--- config.mk ---
export PLATFORM = sky130hd
export DESIGN_NAME = bgp_path_attribute_parser_flat
export DESIGN_NICKNAME = d
export VERILOG_FILES = /design/src/rtl/bpap_pkg.sv /design/src/rtl/bpap_ifs.sv /design/src/rtl/bpap_front.sv /design/src/rtl/bpap_queue.sv /design/src/rtl/bpap_back.sv /design/src/rtl/bgp_path_attribute_parser.sv /design/src/flat_wrapper.sv
export VERILOG_INCLUDE_DIRS = /design/src /design/src/rtl
export SDC_FILE = /design/constraint.sdc
export NUM_CORES = 1
export LEC_CHECK = 0
export ABC_CLOCK_PERIOD_IN_PS = 40400
export BUFFER_PORTS_ARGS = -buffer_cell sky130_fd_sc_hd__buf_4
export CORE_MARGIN = 2
export CORE_UTILIZATION = 50
export CTS_BUF_LIST = sky130_fd_sc_hd__clkbuf_16
export DETAILED_ROUTE_END_ITERATION = 6
export PLACE_DENSITY = 0.77
export RECOVER_POWER = 50
export SYNTH_ARGS = -nofsm -noshare
export SYNTH_HDL_FRONTEND = slang
export SYNTH_SLANG_ARGS = --single-unit
--- constraint.sdc ---
create_clock -name i_clk -period 40.4 [get_ports i_clk]
set_input_delay 8.08 -clock i_clk [delete_from_list [all_inputs] [get_ports i_clk]]
set_output_delay 8.08 -clock i_clk [all_outputs]
set_load 0.01 [all_outputs]
--- src/rtl/bgp_path_attribute_parser_assert.svh ---
// Assertion helpers for the attribute parser
`ifndef BGP_PATH_ATTRIBUTE_PARSER_ASSERT_SVH
`define BGP_PATH_ATTRIBUTE_PARSER_ASSERT_SVH

// Clocked assertion, held off while reset is asserted
`define BPAP_ASSERT(label, prop, msg) \
    label: assert property (@(posedge i_clk) disable iff (!i_rst_n) (prop)) else $error(msg);

// Plain implication
`define BPAP_ASSERT_IMPL(label, ante, cons, msg) \
    `BPAP_ASSERT(label, (ante) |-> (cons), msg)

`endif

--- src/rtl/bpap_pkg.sv ---
package bpap_pkg;

    localparam logic [3:0] IK_ORIGIN    = 4'd0;
    localparam logic [3:0] IK_SEGSTART  = 4'd1;
    localparam logic [3:0] IK_ASN       = 4'd2;
    localparam logic [3:0] IK_NEXTHOP   = 4'd3;
    localparam logic [3:0] IK_MED       = 4'd4;
    localparam logic [3:0] IK_LOCALPREF = 4'd5;
    localparam logic [3:0] IK_AGGASN    = 4'd6;
    localparam logic [3:0] IK_AGGID     = 4'd7;
    localparam logic [3:0] IK_COMMUNITY = 4'd8;
    localparam logic [3:0] IK_MPNH      = 4'd9;
    localparam logic [3:0] IK_PFXLEN    = 4'd10;
    localparam logic [3:0] IK_PFXBYTE   = 4'd11;
    localparam logic [3:0] IK_RAW       = 4'd12;
    localparam logic [3:0] IK_STATUS    = 4'd13;

    localparam logic [3:0] AK_ORIGIN    = 4'd0;
    localparam logic [3:0] AK_ASPATH    = 4'd1;
    localparam logic [3:0] AK_NEXTHOP   = 4'd2;
    localparam logic [3:0] AK_MED       = 4'd3;
    localparam logic [3:0] AK_LOCALPREF = 4'd4;
    localparam logic [3:0] AK_ATOMIC    = 4'd5;
    localparam logic [3:0] AK_AGG       = 4'd6;
    localparam logic [3:0] AK_COMMUNITY = 4'd7;
    localparam logic [3:0] AK_AS4PATH   = 4'd8;
    localparam logic [3:0] AK_AS4AGG    = 4'd9;
    localparam logic [3:0] AK_MPREACH   = 4'd10;
    localparam logic [3:0] AK_MPUNREACH = 4'd11;
    localparam logic [3:0] AK_UNKNOWN   = 4'd12;

    localparam logic [1:0] ST_OK      = 2'd0;
    localparam logic [1:0] ST_BADLEN  = 2'd1;
    localparam logic [1:0] ST_INVALID = 2'd2;

    localparam int FLAG_EXT_BIT = 4;

    typedef struct packed {
        logic [3:0]  item_kind;
        logic [31:0] field_value;
        logic [1:0]  field_aux;
        logic [1:0]  parse_status;
        logic [7:0]  attr_flags;
        logic [7:0]  attr_code;
        logic [3:0]  attr_kind;
        logic [16:0] consumed_length;
        logic        last;
    } t_item;

    // up to four results per input byte
    typedef struct packed {
        t_item [3:0] items;
        logic [2:0]  count;
    } t_bundle;

    typedef struct packed {
        logic full;
        logic empty;
    } t_q_stat;

    function automatic logic [3:0] kind_of_code(input logic [7:0] c);
        logic [3:0] k;
        unique case (c)
            8'd1:    k = AK_ORIGIN;
            8'd2:    k = AK_ASPATH;
            8'd3:    k = AK_NEXTHOP;
            8'd4:    k = AK_MED;
            8'd5:    k = AK_LOCALPREF;
            8'd6:    k = AK_ATOMIC;
            8'd7:    k = AK_AGG;
            8'd8:    k = AK_COMMUNITY;
            8'd17:   k = AK_AS4PATH;
            8'd18:   k = AK_AS4AGG;
            8'd14:   k = AK_MPREACH;
            8'd15:   k = AK_MPUNREACH;
            default: k = AK_UNKNOWN;
        endcase
        return k;
    endfunction

    function automatic t_item mk_item(input logic [3:0] kind, input logic [31:0] val,
                                      input logic [1:0] aux, input logic [7:0] flags,
                                      input logic [7:0] code, input logic [3:0] akind);
        t_item it;
        it.item_kind       = kind;
        it.field_value     = val;
        it.field_aux       = aux;
        it.parse_status    = ST_OK;
        it.attr_flags      = flags;
        it.attr_code       = code;
        it.attr_kind       = akind;
        it.consumed_length = '0;
        it.last            = 1'b0;
        return it;
    endfunction

    function automatic t_item mk_status(input logic [1:0] st, input logic [2:0] hdr,
                                        input logic [15:0] vpos, input logic [7:0] flags,
                                        input logic seen, input logic [7:0] code,
                                        input logic [3:0] akind);
        t_item it;
        it.item_kind       = IK_STATUS;
        it.field_value     = '0;
        it.field_aux       = '0;
        it.parse_status    = st;
        it.attr_flags      = flags;
        it.attr_code       = seen ? code : 8'd0;
        it.attr_kind       = seen ? akind : AK_UNKNOWN;
        it.consumed_length = {14'd0, hdr} + {1'b0, vpos};
        it.last            = 1'b1;
        return it;
    endfunction

endpackage

--- src/rtl/bpap_ifs.sv ---
interface bpap_in_if;
    logic       valid;
    logic       ready;
    logic [7:0] data_byte;
    logic       end_of_buffer;

    modport source (output valid, output data_byte, output end_of_buffer, input ready);
    modport sink   (input valid, input data_byte, input end_of_buffer, output ready);
endinterface

interface bpap_out_if;
    logic        valid;
    logic        ready;
    logic [3:0]  item_kind;
    logic [31:0] field_value;
    logic [1:0]  field_aux;
    logic [1:0]  parse_status;
    logic [7:0]  attr_flags;
    logic [7:0]  attr_code;
    logic [3:0]  attr_kind;
    logic [16:0] consumed_length;
    logic        last;

    modport source (output valid, output item_kind, output field_value, output field_aux,
                    output parse_status, output attr_flags, output attr_code,
                    output attr_kind, output consumed_length, output last, input ready);
    modport sink   (input valid, input item_kind, input field_value, input field_aux,
                    input parse_status, input attr_flags, input attr_code,
                    input attr_kind, input consumed_length, input last, output ready);
endinterface

--- src/rtl/bpap_front.sv ---
module bpap_front
    import bpap_pkg::*;
(
    input  logic    i_clk,
    input  logic    i_rst_n,
    input  logic    i_valid,
    input  logic    i_full,
    input  logic [7:0] i_byte,
    input  logic    i_eob,
    output logic    o_ready,
    output logic    o_push,
    output t_bundle o_bundle
);

    typedef enum logic [3:0] {
        PH_FLAGS, PH_CODE, PH_LENHI, PH_LENLO, PH_SKIP, PH_FIXED, PH_SEGTYPE,
        PH_SEGCOUNT, PH_SEGASN, PH_FAMILY, PH_NHLEN, PH_NH, PH_RESERVED,
        PH_PFXLEN, PH_PFXBYTES, PH_RAW
    } t_phase;

    function automatic logic [2:0] hdr_len(input t_phase ph, input logic ext);
        logic [2:0] h;
        priority if (ph == PH_CODE)  h = 3'd1;
        else if (ph == PH_LENHI)     h = 3'd2;
        else if (ph == PH_LENLO)     h = ext ? 3'd3 : 3'd2;
        else if (ph == PH_FLAGS)     h = 3'd0;
        else                         h = ext ? 3'd4 : 3'd3;
        return h;
    endfunction

    t_phase      r_phase, n_phase;
    logic [7:0]  r_flags, n_flags, r_code, n_code;
    logic [3:0]  r_kind, n_kind;
    logic [15:0] r_vlen, n_vlen, r_vpos, n_vpos;
    logic [31:0] r_acc, n_acc;
    logic [2:0]  r_fbc, n_fbc;
    logic [7:0]  r_left, n_left;
    logic [7:0]  r_fam [3];
    logic [7:0]  n_fam [3];
    logic [1:0]  r_ferr, n_ferr;
    logic        r_seen, n_seen;

    logic        acc_in, st_fire;
    logic [1:0]  st_code, fam_idx;
    logic [2:0]  cnt, asz;
    logic [16:0] rem, rem1;
    logic [8:0]  nb;
    logic [15:0] asn_end;
    logic [3:0]  fk;
    t_item [3:0] items;

    assign o_ready = !i_full;
    assign acc_in  = i_valid && o_ready;

    always_comb begin
        n_phase = r_phase; n_flags = r_flags; n_code = r_code; n_kind = r_kind;
        n_vlen = r_vlen; n_vpos = r_vpos; n_acc = r_acc; n_fbc = r_fbc;
        n_left = r_left; n_fam = r_fam; n_ferr = r_ferr; n_seen = r_seen;
        st_fire = 1'b0; st_code = ST_OK; cnt = 3'd0; items = '0;
        rem  = {1'b0, r_vlen} - {1'b0, r_vpos};
        rem1 = rem - 17'd1;
        asz  = (r_kind == AK_AS4PATH) ? 3'd4 : 3'd2;
        nb   = ({1'b0, i_byte} + 9'd7) >> 3;
        asn_end = (r_kind == AK_AGG) ? 16'd1 : 16'd3;
        fam_idx = (r_vpos[1:0] == 2'd0) ? 2'd0 : ((r_vpos < 16'd3) ? r_vpos[1:0] : 2'd2);
        fk = IK_COMMUNITY;
        if (acc_in) begin
            unique case (r_phase)
                PH_FLAGS: begin
                    n_flags = i_byte; n_code = '0; n_kind = '0; n_seen = 1'b0;
                    n_vlen = '0; n_vpos = '0; n_phase = PH_CODE;
                    if (i_eob) begin st_fire = 1'b1; st_code = ST_BADLEN; end
                end
                PH_CODE: begin
                    n_code = i_byte; n_kind = kind_of_code(i_byte); n_seen = 1'b1;
                    n_phase = r_flags[FLAG_EXT_BIT] ? PH_LENHI : PH_LENLO;
                    if (i_eob) begin st_fire = 1'b1; st_code = ST_BADLEN; end
                end
                PH_LENHI: begin
                    n_vlen = {i_byte, 8'd0}; n_phase = PH_LENLO;
                    if (i_eob) begin st_fire = 1'b1; st_code = ST_BADLEN; end
                end
                PH_LENLO: begin
                    n_vlen = r_flags[FLAG_EXT_BIT] ? {r_vlen[15:8], i_byte} : {8'd0, i_byte};
                    n_vpos = '0; n_ferr = ST_OK; n_acc = '0; n_fbc = '0; n_left = '0;
                    unique case (r_kind)
                        AK_ORIGIN: begin
                            n_phase = PH_FIXED;
                            if (n_vlen != 16'd1) begin n_ferr = ST_BADLEN; n_phase = PH_SKIP; end
                        end
                        AK_NEXTHOP, AK_MED, AK_LOCALPREF: begin
                            n_phase = PH_FIXED;
                            if (n_vlen != 16'd4) begin n_ferr = ST_BADLEN; n_phase = PH_SKIP; end
                        end
                        AK_ATOMIC: begin
                            n_phase = PH_FIXED;
                            if (n_vlen != 16'd0) begin n_ferr = ST_BADLEN; n_phase = PH_SKIP; end
                        end
                        AK_AGG: begin
                            n_phase = PH_FIXED;
                            if (n_vlen != 16'd6) begin n_ferr = ST_BADLEN; n_phase = PH_SKIP; end
                        end
                        AK_AS4AGG: begin
                            n_phase = PH_FIXED;
                            if (n_vlen != 16'd8) begin n_ferr = ST_BADLEN; n_phase = PH_SKIP; end
                        end
                        AK_COMMUNITY: begin
                            n_phase = PH_FIXED;
                            if (n_vlen[1:0] != 2'd0) begin
                                n_ferr = ST_BADLEN; n_phase = PH_SKIP;
                            end
                        end
                        AK_ASPATH, AK_AS4PATH: n_phase = PH_SEGTYPE;
                        AK_MPREACH: begin
                            n_phase = PH_FAMILY;
                            if (n_vlen < 16'd5) begin n_ferr = ST_BADLEN; n_phase = PH_SKIP; end
                        end
                        AK_MPUNREACH: begin
                            n_phase = PH_FAMILY;
                            if (n_vlen < 16'd3) begin n_ferr = ST_BADLEN; n_phase = PH_SKIP; end
                        end
                        default: n_phase = PH_RAW;
                    endcase
                    if (n_vlen == 16'd0) begin st_fire = 1'b1; st_code = n_ferr; end
                    else if (i_eob) begin st_fire = 1'b1; st_code = ST_BADLEN; end
                end
                default: begin
                    unique case (r_phase)
                        PH_FIXED: begin
                            n_acc = {r_acc[23:0], i_byte};
                            n_fbc = r_fbc + 3'd1;
                            if (r_kind == AK_ORIGIN) begin
                                if (i_byte > 8'd2) begin
                                    n_ferr = (r_ferr == ST_OK) ? ST_INVALID : r_ferr;
                                    n_phase = PH_SKIP;
                                end else begin
                                    items[0] = mk_item(IK_ORIGIN, {24'd0, i_byte}, 2'd0,
                                                       r_flags, r_code, r_kind);
                                    cnt = 3'd1;
                                end
                            end else if (r_kind == AK_AGG || r_kind == AK_AS4AGG) begin
                                if (r_vpos == asn_end) begin
                                    items[0] = mk_item(IK_AGGASN, n_acc,
                                                       {1'b0, r_kind == AK_AS4AGG},
                                                       r_flags, r_code, r_kind);
                                    cnt = 3'd1; n_acc = '0; n_fbc = '0;
                                end else if (r_vpos == asn_end + 16'd4) begin
                                    items[0] = mk_item(IK_AGGID, n_acc, 2'd0,
                                                       r_flags, r_code, r_kind);
                                    cnt = 3'd1;
                                end
                            end else if (n_fbc == 3'd4) begin
                                priority if (r_kind == AK_NEXTHOP) fk = IK_NEXTHOP;
                                else if (r_kind == AK_MED)          fk = IK_MED;
                                else if (r_kind == AK_LOCALPREF)    fk = IK_LOCALPREF;
                                else                                fk = IK_COMMUNITY;
                                items[0] = mk_item(fk, n_acc, 2'd0, r_flags, r_code, r_kind);
                                cnt = 3'd1; n_acc = '0; n_fbc = '0;
                            end
                        end
                        PH_SEGTYPE: begin
                            if (rem < 17'd2) begin
                                n_ferr = (r_ferr == ST_OK) ? ST_BADLEN : r_ferr;
                                n_phase = PH_SKIP;
                            end else if (i_byte < 8'd1 || i_byte > 8'd2) begin
                                n_ferr = (r_ferr == ST_OK) ? ST_INVALID : r_ferr;
                                n_phase = PH_SKIP;
                            end else begin
                                n_acc = {24'd0, i_byte}; n_phase = PH_SEGCOUNT;
                            end
                        end
                        PH_SEGCOUNT: begin
                            if (rem1 < ((asz == 3'd4) ? {7'd0, i_byte, 2'd0}
                                                      : {8'd0, i_byte, 1'b0})) begin
                                n_ferr = (r_ferr == ST_OK) ? ST_BADLEN : r_ferr;
                                n_phase = PH_SKIP;
                            end else begin
                                items[0] = mk_item(IK_SEGSTART, {24'd0, i_byte}, r_acc[1:0],
                                                   r_flags, r_code, r_kind);
                                cnt = 3'd1; n_acc = '0; n_fbc = '0; n_left = i_byte;
                                n_phase = (i_byte == 8'd0) ? PH_SEGTYPE : PH_SEGASN;
                            end
                        end
                        PH_SEGASN: begin
                            n_acc = {r_acc[23:0], i_byte};
                            n_fbc = r_fbc + 3'd1;
                            if (n_fbc >= asz) begin
                                items[0] = mk_item(IK_ASN, n_acc, 2'd0, r_flags, r_code, r_kind);
                                cnt = 3'd1; n_acc = '0; n_fbc = '0;
                                n_left = r_left - 8'd1;
                                if (n_left == 8'd0) n_phase = PH_SEGTYPE;
                            end
                        end
                        PH_FAMILY: begin
                            n_fam[fam_idx] = i_byte;
                            if (r_vpos >= 16'd2) begin
                                if (n_fam[0] == 8'd0 && n_fam[1] == 8'd2 && n_fam[2] == 8'd1) begin
                                    n_phase = (r_kind == AK_MPREACH) ? PH_NHLEN : PH_PFXLEN;
                                end else begin
                                    // not IPv6 unicast: pass the value through as raw bytes
                                    n_kind = AK_UNKNOWN;
                                    items[0] = mk_item(IK_RAW, {24'd0, n_fam[0]}, 2'd0,
                                                       r_flags, r_code, AK_UNKNOWN);
                                    items[1] = mk_item(IK_RAW, {24'd0, n_fam[1]}, 2'd0,
                                                       r_flags, r_code, AK_UNKNOWN);
                                    items[2] = mk_item(IK_RAW, {24'd0, n_fam[2]}, 2'd0,
                                                       r_flags, r_code, AK_UNKNOWN);
                                    cnt = 3'd3; n_phase = PH_RAW;
                                end
                            end
                        end
                        PH_NHLEN: begin
                            if (i_byte != 8'd16 && i_byte != 8'd32) begin
                                n_ferr = (r_ferr == ST_OK) ? ST_INVALID : r_ferr;
                                n_phase = PH_SKIP;
                            end else if (rem1 < {9'd0, i_byte} + 17'd1) begin
                                n_ferr = (r_ferr == ST_OK) ? ST_BADLEN : r_ferr;
                                n_phase = PH_SKIP;
                            end else begin
                                n_left = i_byte; n_phase = PH_NH;
                            end
                        end
                        PH_NH: begin
                            items[0] = mk_item(IK_MPNH, {24'd0, i_byte}, 2'd0,
                                               r_flags, r_code, r_kind);
                            cnt = 3'd1; n_left = r_left - 8'd1;
                            if (n_left == 8'd0) n_phase = PH_RESERVED;
                        end
                        PH_RESERVED: begin
                            if (i_byte != 8'd0) begin
                                n_ferr = (r_ferr == ST_OK) ? ST_INVALID : r_ferr;
                                n_phase = PH_SKIP;
                            end else n_phase = PH_PFXLEN;
                        end
                        PH_PFXLEN: begin
                            if (i_byte > 8'd128) begin
                                n_ferr = (r_ferr == ST_OK) ? ST_INVALID : r_ferr;
                                n_phase = PH_SKIP;
                            end else if (rem1 < {8'd0, nb}) begin
                                n_ferr = (r_ferr == ST_OK) ? ST_BADLEN : r_ferr;
                                n_phase = PH_SKIP;
                            end else begin
                                items[0] = mk_item(IK_PFXLEN, {24'd0, i_byte}, 2'd0,
                                                   r_flags, r_code, r_kind);
                                cnt = 3'd1; n_left = nb[7:0];
                                if (nb != 9'd0) n_phase = PH_PFXBYTES;
                            end
                        end
                        PH_PFXBYTES: begin
                            items[0] = mk_item(IK_PFXBYTE, {24'd0, i_byte}, 2'd0,
                                               r_flags, r_code, r_kind);
                            cnt = 3'd1; n_left = r_left - 8'd1;
                            if (n_left == 8'd0) n_phase = PH_PFXLEN;
                        end
                        PH_RAW: begin
                            items[0] = mk_item(IK_RAW, {24'd0, i_byte}, 2'd0,
                                               r_flags, r_code, r_kind);
                            cnt = 3'd1;
                        end
                        default: ;
                    endcase
                    n_vpos = r_vpos + 16'd1;
                    if (n_vpos >= r_vlen) begin st_fire = 1'b1; st_code = n_ferr; end
                    else if (i_eob) begin st_fire = 1'b1; st_code = ST_BADLEN; end
                end
            endcase
            if (st_fire) begin
                items[cnt[1:0]] = mk_status(st_code, hdr_len(n_phase, n_flags[FLAG_EXT_BIT]),
                                            n_vpos, n_flags, n_seen, n_code, n_kind);
                cnt = cnt + 3'd1;
                n_phase = PH_FLAGS;
            end
        end
    end

    assign o_push         = acc_in && (cnt != 3'd0);
    assign o_bundle.items = items;
    assign o_bundle.count = cnt;

    always_ff @(posedge i_clk) begin
        if (!i_rst_n) begin
            r_phase <= PH_FLAGS; r_flags <= '0; r_code <= '0; r_kind <= '0;
            r_vlen <= '0; r_vpos <= '0; r_acc <= '0; r_fbc <= '0; r_left <= '0;
            r_fam <= '{default: '0}; r_ferr <= ST_OK; r_seen <= 1'b0;
        end else begin
            r_phase <= n_phase; r_flags <= n_flags; r_code <= n_code; r_kind <= n_kind;
            r_vlen <= n_vlen; r_vpos <= n_vpos; r_acc <= n_acc; r_fbc <= n_fbc;
            r_left <= n_left; r_fam <= n_fam; r_ferr <= n_ferr; r_seen <= n_seen;
        end
    end

endmodule

--- src/rtl/bpap_queue.sv ---
module bpap_queue
    import bpap_pkg::*;
(
    input  logic    i_clk,
    input  logic    i_rst_n,
    input  logic    i_push,
    input  t_bundle i_bundle,
    input  logic    i_pop,
    output t_bundle o_bundle,
    output t_q_stat o_stat
);

    t_bundle    r_mem [2];
    logic       r_wp, r_rp;
    logic [1:0] r_cnt;

    assign o_bundle     = r_mem[r_rp];
    assign o_stat.full  = (r_cnt == 2'd2);
    assign o_stat.empty = (r_cnt == 2'd0);

    always_ff @(posedge i_clk) begin
        if (i_push) r_mem[r_wp] <= i_bundle;
        if (!i_rst_n) begin
            r_wp <= 1'b0; r_rp <= 1'b0; r_cnt <= 2'd0;
        end else begin
            if (i_push) r_wp <= !r_wp;
            if (i_pop)  r_rp <= !r_rp;
            r_cnt <= r_cnt + {1'b0, i_push} - {1'b0, i_pop};
        end
    end

endmodule

--- src/rtl/bpap_back.sv ---
module bpap_back
    import bpap_pkg::*;
(
    input  logic    i_clk,
    input  logic    i_rst_n,
    input  t_bundle i_bundle,
    input  t_q_stat i_stat,
    input  logic    i_ready,
    output logic    o_pop,
    output logic    o_valid,
    output t_item   o_item
);

    t_bundle    r_bundle;
    logic [1:0] r_idx;
    logic       r_valid;
    logic       done;

    // current transaction leaves and it was the last one of the bundle
    assign done    = r_valid && i_ready && ({1'b0, r_idx} + 3'd1 == r_bundle.count);
    assign o_pop   = (!r_valid || done) && !i_stat.empty;
    assign o_valid = r_valid;
    assign o_item  = r_bundle.items[r_idx];

    always_ff @(posedge i_clk) begin
        if (o_pop) r_bundle <= i_bundle;
        if (!i_rst_n) begin
            r_valid <= 1'b0; r_idx <= 2'd0;
        end else if (o_pop) begin
            r_valid <= 1'b1; r_idx <= 2'd0;
        end else if (done) begin
            r_valid <= 1'b0;
        end else if (r_valid && i_ready) begin
            r_idx <= r_idx + 2'd1;
        end
    end

endmodule

--- src/rtl/bgp_path_attribute_parser.sv ---
// Path: a byte's first result is registered in the queue and then in the serializer
// before it shows. Throughput: one byte per cycle while each byte yields at most one
// result and the output is ready; a byte with several results holds the output until
// all are sent, and the two-entry queue absorbs short bursts before input ready drops.
// Reset: i_rst_n synchronous, active low; parser waits for a flags byte, queue empty.
`include "bgp_path_attribute_parser_assert.svh"
module bgp_path_attribute_parser
    import bpap_pkg::*;
(
    input  logic i_clk,
    input  logic i_rst_n,
    bpap_in_if.sink    i_in,
    bpap_out_if.source o_out
);

    t_bundle f_bundle, q_bundle;
    t_q_stat q_stat;
    t_item   item;
    logic    push, pop;

    bpap_front u_front (
        .i_clk, .i_rst_n,
        .i_valid (i_in.valid),
        .i_full  (q_stat.full),
        .i_byte  (i_in.data_byte),
        .i_eob   (i_in.end_of_buffer),
        .o_ready (i_in.ready),
        .o_push  (push),
        .o_bundle(f_bundle)
    );

    bpap_queue u_queue (
        .i_clk, .i_rst_n,
        .i_push  (push),
        .i_bundle(f_bundle),
        .i_pop   (pop),
        .o_bundle(q_bundle),
        .o_stat  (q_stat)
    );

    bpap_back u_back (
        .i_clk, .i_rst_n,
        .i_bundle(q_bundle),
        .i_stat  (q_stat),
        .i_ready (o_out.ready),
        .o_pop   (pop),
        .o_valid (o_out.valid),
        .o_item  (item)
    );

    assign o_out.item_kind       = item.item_kind;
    assign o_out.field_value     = item.field_value;
    assign o_out.field_aux       = item.field_aux;
    assign o_out.parse_status    = item.parse_status;
    assign o_out.attr_flags      = item.attr_flags;
    assign o_out.attr_code       = item.attr_code;
    assign o_out.attr_kind       = item.attr_kind;
    assign o_out.consumed_length = item.consumed_length;
    assign o_out.last            = item.last;

    `BPAP_ASSERT(a_q_sane, !(q_stat.full && q_stat.empty), "queue full and empty")
    `BPAP_ASSERT_IMPL(a_last_status, o_out.valid && o_out.last,
        o_out.item_kind == IK_STATUS, "last set on a non-status transaction")
    `BPAP_ASSERT_IMPL(a_status_len, o_out.valid && o_out.item_kind == IK_STATUS,
        o_out.consumed_length != 17'd0 && o_out.last, "status without length")

endmodule
--- src/flat_wrapper.sv ---
// flat-port wrapper written by rule: the top's interface ports become plain ports
module bgp_path_attribute_parser_flat import bpap_pkg::*;
  (i_clk, i_rst_n, i_in_valid, i_in_data_byte, i_in_end_of_buffer, i_in_ready, o_out_valid, o_out_item_kind, o_out_field_value, o_out_field_aux, o_out_parse_status, o_out_attr_flags, o_out_attr_code, o_out_attr_kind, o_out_consumed_length, o_out_last, o_out_ready);
  bpap_in_if i_in_i ();
  bpap_out_if o_out_i ();
  input  logic i_clk;
  input  logic i_rst_n;
  input wire logic [$bits(i_in_i.valid)-1:0] i_in_valid;
  input wire logic [$bits(i_in_i.data_byte)-1:0] i_in_data_byte;
  input wire logic [$bits(i_in_i.end_of_buffer)-1:0] i_in_end_of_buffer;
  output wire logic [$bits(i_in_i.ready)-1:0] i_in_ready;
  output wire logic [$bits(o_out_i.valid)-1:0] o_out_valid;
  output wire logic [$bits(o_out_i.item_kind)-1:0] o_out_item_kind;
  output wire logic [$bits(o_out_i.field_value)-1:0] o_out_field_value;
  output wire logic [$bits(o_out_i.field_aux)-1:0] o_out_field_aux;
  output wire logic [$bits(o_out_i.parse_status)-1:0] o_out_parse_status;
  output wire logic [$bits(o_out_i.attr_flags)-1:0] o_out_attr_flags;
  output wire logic [$bits(o_out_i.attr_code)-1:0] o_out_attr_code;
  output wire logic [$bits(o_out_i.attr_kind)-1:0] o_out_attr_kind;
  output wire logic [$bits(o_out_i.consumed_length)-1:0] o_out_consumed_length;
  output wire logic [$bits(o_out_i.last)-1:0] o_out_last;
  input wire logic [$bits(o_out_i.ready)-1:0] o_out_ready;
  assign i_in_i.valid = i_in_valid;
  assign i_in_i.data_byte = i_in_data_byte;
  assign i_in_i.end_of_buffer = i_in_end_of_buffer;
  assign i_in_ready = i_in_i.ready;
  assign o_out_valid = o_out_i.valid;
  assign o_out_item_kind = o_out_i.item_kind;
  assign o_out_field_value = o_out_i.field_value;
  assign o_out_field_aux = o_out_i.field_aux;
  assign o_out_parse_status = o_out_i.parse_status;
  assign o_out_attr_flags = o_out_i.attr_flags;
  assign o_out_attr_code = o_out_i.attr_code;
  assign o_out_attr_kind = o_out_i.attr_kind;
  assign o_out_consumed_length = o_out_i.consumed_length;
  assign o_out_last = o_out_i.last;
  assign o_out_i.ready = o_out_ready;
  bgp_path_attribute_parser u_core (.i_clk(i_clk), .i_rst_n(i_rst_n), .i_in(i_in_i), .o_out(o_out_i));
endmodule
Yosys cells after proc, flatten, opt, wreduce, memory -nomap -nowiden

Memory sizes are Yosys's and may differ from the RTL's. A register that Yosys moved wholly into a read port is not among the register bits.
Index checks and enable logic that the tools add are counted.

Memories: 2
Input port bits: 13
RAM bits: 630
Logic and storage cells: 337
Flip-flop bits (word level): 125
ROM bits: 128
Output and inout port bits: 80

Bitwise gates (word level): 5
Reductions and logical operators: 56
Multiplexer cells: 173
$lt $le $gt $ge: 18
Eq/ne operators: 50
Add/subtract/negate cells: 14

Memory list:

| name                 | depth | width | rd ports | clocked after memory_dff | write ports | line             | RTL |
|---|---|---|---|---|---|---|---|
| u_core.u_queue.r_mem | 2     | 315   | 1        | 1                        | 1           | bpap_queue.sv:13 | `t_bundle r_mem [2];` |
| (no name shown)      | 32    | 4     | 1        | 0                        | 0           | bpap_pkg.sv:63   | `unique case (c)` |

Operators with widths:

| kind                 | number |
|---|---|
| $mux W234            | 4 |
| $mux W312            | 2 |
| $pmux W78 S8         | 1 |
| $mux W78             | 7 |
| $bwmux W312          | 1 |
| $mux W24             | 8 |
| $bmux W78 S2         | 1 |
| $demux W78 S2        | 1 |
| $mux W156            | 1 |
| $mux W77             | 2 |
| $mux W4              | 28 |
| $pmux W24 S4         | 1 |
| $mux W8              | 11 |
| $mux W76             | 1 |
| $mux W75             | 1 |
| $mux W3              | 22 |
| $mux W50             | 1 |
| $eq A4 B4 Y1 const B | 12 |
| $pmux W16 S3         | 1 |
| $pmux W24 S2         | 1 |
| $mux W2              | 22 |
| $pmux W4 S10         | 1 |
| $pmux W8 S5          | 1 |
| $pmux W4 S9          | 1 |
| 87 further kinds     | 184 |

Logic depth before layout (Yosys ltp)

Depth in word-level cells: 28
Gate-level depth with buffers: 31
Gate-level depth less buffers: 30

By module

From an unflattened synthesis, not the netlist that was laid out.

Cell total of the unflattened synthesis: 3396
Area, all modules: 47703.3 um2

By module, submodules not included:

| module     | cells each | times used | sequential area each (um2) | area an instance (um2) |
|---|---|---|---|---|
| bpap_queue | 1001       | 1          | 19018.2                    | 23047.1 |
| bpap_front | 1967       | 1          | 2362.3                     | 13127.6 |
| bpap_back  | 428        | 1          | 9519.1                     | 11528.6 |

Least setup slack after synthesis

OpenSTA, ideal clock, no wires.

Path kind: input-to-reg
From: input i_in_data_byte[2]
To: memory u_core.u_queue.r_mem[0][0] (netlist name), enable pin
Required time: 39.600 ns
Path buffers: 4
Data arrival time: 20.583 ns
Setup slack: 19.016 ns
Stages on the path: 18
Library setup time: 0.800 ns
Cell sequence: clkbuf_1 > buf_1 > clkbuf_1 > buf_1 > mux2i_1 > ha_1 > o21a_1 > o21ai_0 > a21oi_1 > o31ai_1 > nand2_1 > a211oi_2 > o221a_4 > nand2_4 > ha_1 > a31oi_1 > mux2i_4 > nor2_1

Longest elaborated chain between the ends: 16
Elaborated cells between the ends (all ways): 34
Those cells by class: add/sub: 2; order compare: 4; eq/ne: 2; mux: 20; reduce/logical: 6

Ends and longest elaborated chain:

| what                                                                   | line              | RTL |
|---|---|---|
| start, declared                                                        | flat_wrapper.sv:9 | `input wire logic [$bits(i_in_i.data_byte)-1:0] i_in_data_byte;` |
| parallel branches: the longest is 10 deep, another holds $lt A17 B6 Y1 | n/a               |  |
| $mux W3 *                                                              | bpap_front.sv:267 | `if (st_fire) begin` |
| $mux W3 *                                                              | bpap_front.sv:67  | `if (acc_in) begin` |
| $reduce_bool A3 Y1 *                                                   | bpap_front.sv:276 | `assign o_push = acc_in && (cnt != 3'd0);` |
| $logic_and A1 B1 Y1 *                                                  | bpap_front.sv:276 |  |
| $mux W1 *                                                              | bpap_queue.sv:22  | `if (i_push) r_mem[r_wp] <= i_bundle;` |
| $mux W1 (implied by the code) *                                        | bpap_queue.sv:22  |  |
| end, declared                                                          | bpap_queue.sv:13  |  |

Every way passes the cells marked *. The select of a mux whose other input is x is not followed.

Worst setup path after layout

From: input o_out_ready
To: register u_core.u_back.r_bundle[262] (netlist name)

Longest elaborated chain between the ends: 4

Ends and longest elaborated chain:

| what                             | line                            | RTL |
|---|---|---|
| start, declared                  | flat_wrapper.sv:22              | `input wire logic [$bits(o_out_i.ready)-1:0] o_out_ready;` |
| $logic_and A1 B1 Y1 (2 in a row) | bpap_back.sv:20                 | `assign done = r_valid && i_ready && ({1'b0, r_idx} + 3'd1 == r_bundle.count);` |
| $logic_or A1 B1 Y1               | bpap_back.sv:21                 | `assign o_pop = (!r_valid \|\| done) && !i_stat.empty;` |
| $logic_and A1 B1 Y1              | bpap_back.sv:21                 |  |
| named net u_core.pop             | bgp_path_attribute_parser.sv:19 | `logic push, pop;` |

The timed path passes the listed nets, and every way through them passes these cells.
A chain may end at the register's enable or synchronous reset.

==> impl_metrics.toml <==
[run_status]
run_status = "finished, violations left"
failed_checks = "max-capacitance violations, max-slew violations"

[critical_path]
cp_max_fo = 175
cp-start-kind = "primary input"
worstPathRequired_ps = 40310
worstSetupPathType = "in -> reg"
end_kind = "register"
cp_data_arrival_time_ps = 17580

[logic_synthesis]
mappedNetlistArea_um2 = 36100
synthArstFlopShare = 0
synth_edf_count = 654
synth_top_area_cell = "edfxtp_1"
synth_top_cell_area_share = 0.543
synth-main-ff-cell = "edfxtp_1"
yosysUniqueCellTypes = 84
synth_area_leaders = "edfxtp_1 54%, dfxtp_1 6.9%, mux2_2 6.8%"
netlist_instances = 2845
yosysWarningCount = 0
ys_seq_area_frac = 0.613
syn_area_per_cell_um2 = 12.7
synth-seq-cells = 779
syn_nets = 2938

[route]
first_pass_iters = 6
routed_wl_mm = 89.0
routed_via_density = 5.93
vias = 23100
drc_errors = 0
drtIter0Drc = 2087
drt-wirelength-per-cell_um = 22.9
drtAntennaViolNets = 0

[sta]
rsz0062_at_grt = "no"
post-route-min-period_ps = 17670
fin_crit_sh = 0.437
skew_ps = 32.7
worst_slack_ps = 22730
final_max_slew_viol_count = 690
tns_ps = 0
relSlewSlack = -5.32
clock.fmax_ghz = 0.0566
setup_viol_count_final = 0
worstMarginPinSlew_ps = 9480
hold_viol = 0

[clock_network]
tritoncts = "built"
cts_resized = 0
cts.clk_slew.worst_paths_ps = 60
clockBufferDepth = 3
clockRootBuffer = "clkbuf_16"
numCtsBuffers = 78
clock-sinks = 779
htree_num_levels = 3
post-cts-setup-buffers = 0
worstSkewPairLatency_ps = 620
ctsHoldBuffers = 0

[global_route]
track_usage = 0.237
grt-ovfl-total = 0
grt_pass1_wl_mm = 136
antenna_found_initial = 1
grt_pass1_vias = 23100
grt_max_degree = 176

[power_and_ir_drop]
power_leakage_uw = 0.0133
vdd_drop_max_v = 0.0000565
pwr_density_cell_nw_per_um2 = 56.8

[floorplan]
initial_core_util = 0.506
die_height_um = 273
coreArea_um2 = 71500
die_x_um = 273
rows = 98
die_area_um2 = 74400
pin_count = 93

[final_layout]
drive_above_1_share = 0.152
nNetsFinal = 2978
final_cell_mix = "654 x edfxtp_1, 307 x nor2_1, 204 x mux2_2, 202 x nand2_1, 125 x dfxtp_1"
area_growth_pct = 10.1
nFillCells = 5627
antennaDiodeCount = 0
final_common_cell = "edfxtp_1"

[placement]
gp_congestion = 0.909
place_ws_ps = 25230
hpwl_mm = 58.0
io_buffers = 92

[flow_run]
maxCapViolations = 9

[worst_hold_path]
hp-class = "reg -> reg"
## synthesized netlist by cell type (all sizes together) (20+ instances only)
cell type	instances
a21boi	50
a21oi	90
a22o	35
a22oi	47
a31oi	35
and2	81
buf	33
clkbuf	137
dfxtp	125
edfxtp	654
ha	78
inv	72
mux2	218
mux2i	48
mux4	44
nand2	203
nand2b	24
nand3	60
nor2	310
nor2b	46
nor3	42
nor4	20
o21ai	87
xnor2	55
xor2	21
## area by class of cell
class	instances	area [um^2]	area share
clock buffer	79	1980	0.0497
tap	950	1190	0.0299
sequential	779	22100	0.556
timing repair buffer	130	721	0.0181
clock inverter	60	403	0.0101
inverter	73	274	0.00689
multi-input combinational	1823	13100	0.329
## per-layer routing
layer,track usage,vias to the layer above,routed length [um]
li1,-,10700,-
met5,0,-,13
met1,0.316,11500,37400
met3,0.0348,190,5060
met4,0.100,2,3650
met2,0.390,785,42900
## logic make-up (layout without fill, tap and decap cells)
kind of cell    Yosys count  in the layout  synth area share
mux                     310            310             0.109
fa+ha+maj                81             81            0.0284
simple gates            878            878             0.116
flops                   779            779             0.613
xor+xnor                 76             76            0.0184
buf+inv                 243            342            0.0256
compound gates          478            478            0.0904
## stage by stage
| stage | power (uW) | instance area [um^2] | cells | hold WS, ps | utilization |
|---|---|---|---|---|---|
| after global placement | 1540 | 37700 | 3755 | 449 | 0.528 |
| after global routing | 2350 | 39800 | 3894 | 503 | 0.557 |
| final | 2260 | 39800 | 3894 | 473 | 0.557 |
| after floorplan | 1430 | 36100 | 2845 | 440 | - |
| after CTS | 2240 | 40100 | 3894 | 476 | 0.561 |
| after detailed placement | 1560 | 37700 | 3755 | 461 | 0.528 |
## state kept, by name, summed over array words and instances (netlist names), 8 cells and up
signal,flops
u_core.u_front.r_acc,24
u_core.u_queue.r_mem,436
u_core.u_front.r_left,8
u_core.u_front.r_code,8
u_core.u_front.r_vpos,16
u_core.u_front.r_fam,24
u_core.u_back.r_bundle,218
u_core.u_front.r_flags,8
u_core.u_front.r_vlen,16
## worst paths after layout
path / startpoint / endpoint / slack, ps / cells past startpoint
setup reg to reg: u_core.u_back.r_idx[1] / u_core.u_back.r_bundle[262] / 26160 / 8
setup / recovery: o_out_ready / u_core.u_back.r_bundle[262] / 22730 / 6
hold reg to reg: u_core.u_front.r_acc[17] / u_core.u_front.r_acc[17] / 470 / 1
hold / removal: u_core.u_front.r_acc[17] / u_core.u_front.r_acc[17] / 470 / 1
## where the power goes
| part | leakage [uW] | internal [uW] | total [uW] | switching [uW] |
|---|---|---|---|---|
| logic | 0.00484 | 226 | 485 | 260 |
| registers | 0.00720 | 1050 | 1100 | 45.4 |
| clock network | 0.00123 | 381 | 675 | 294 |
| total | 0.0133 | 1660 | 2260 | 599 |
## worst max-delay path, stage by stage
cell and delay (ps):
clkbuf_4 110, inv_1 30, o21a_1 210, nor2_1 280
clkbuf_1 1910, clkbuf_1 6690
Power figures use the tool's default switching activity.
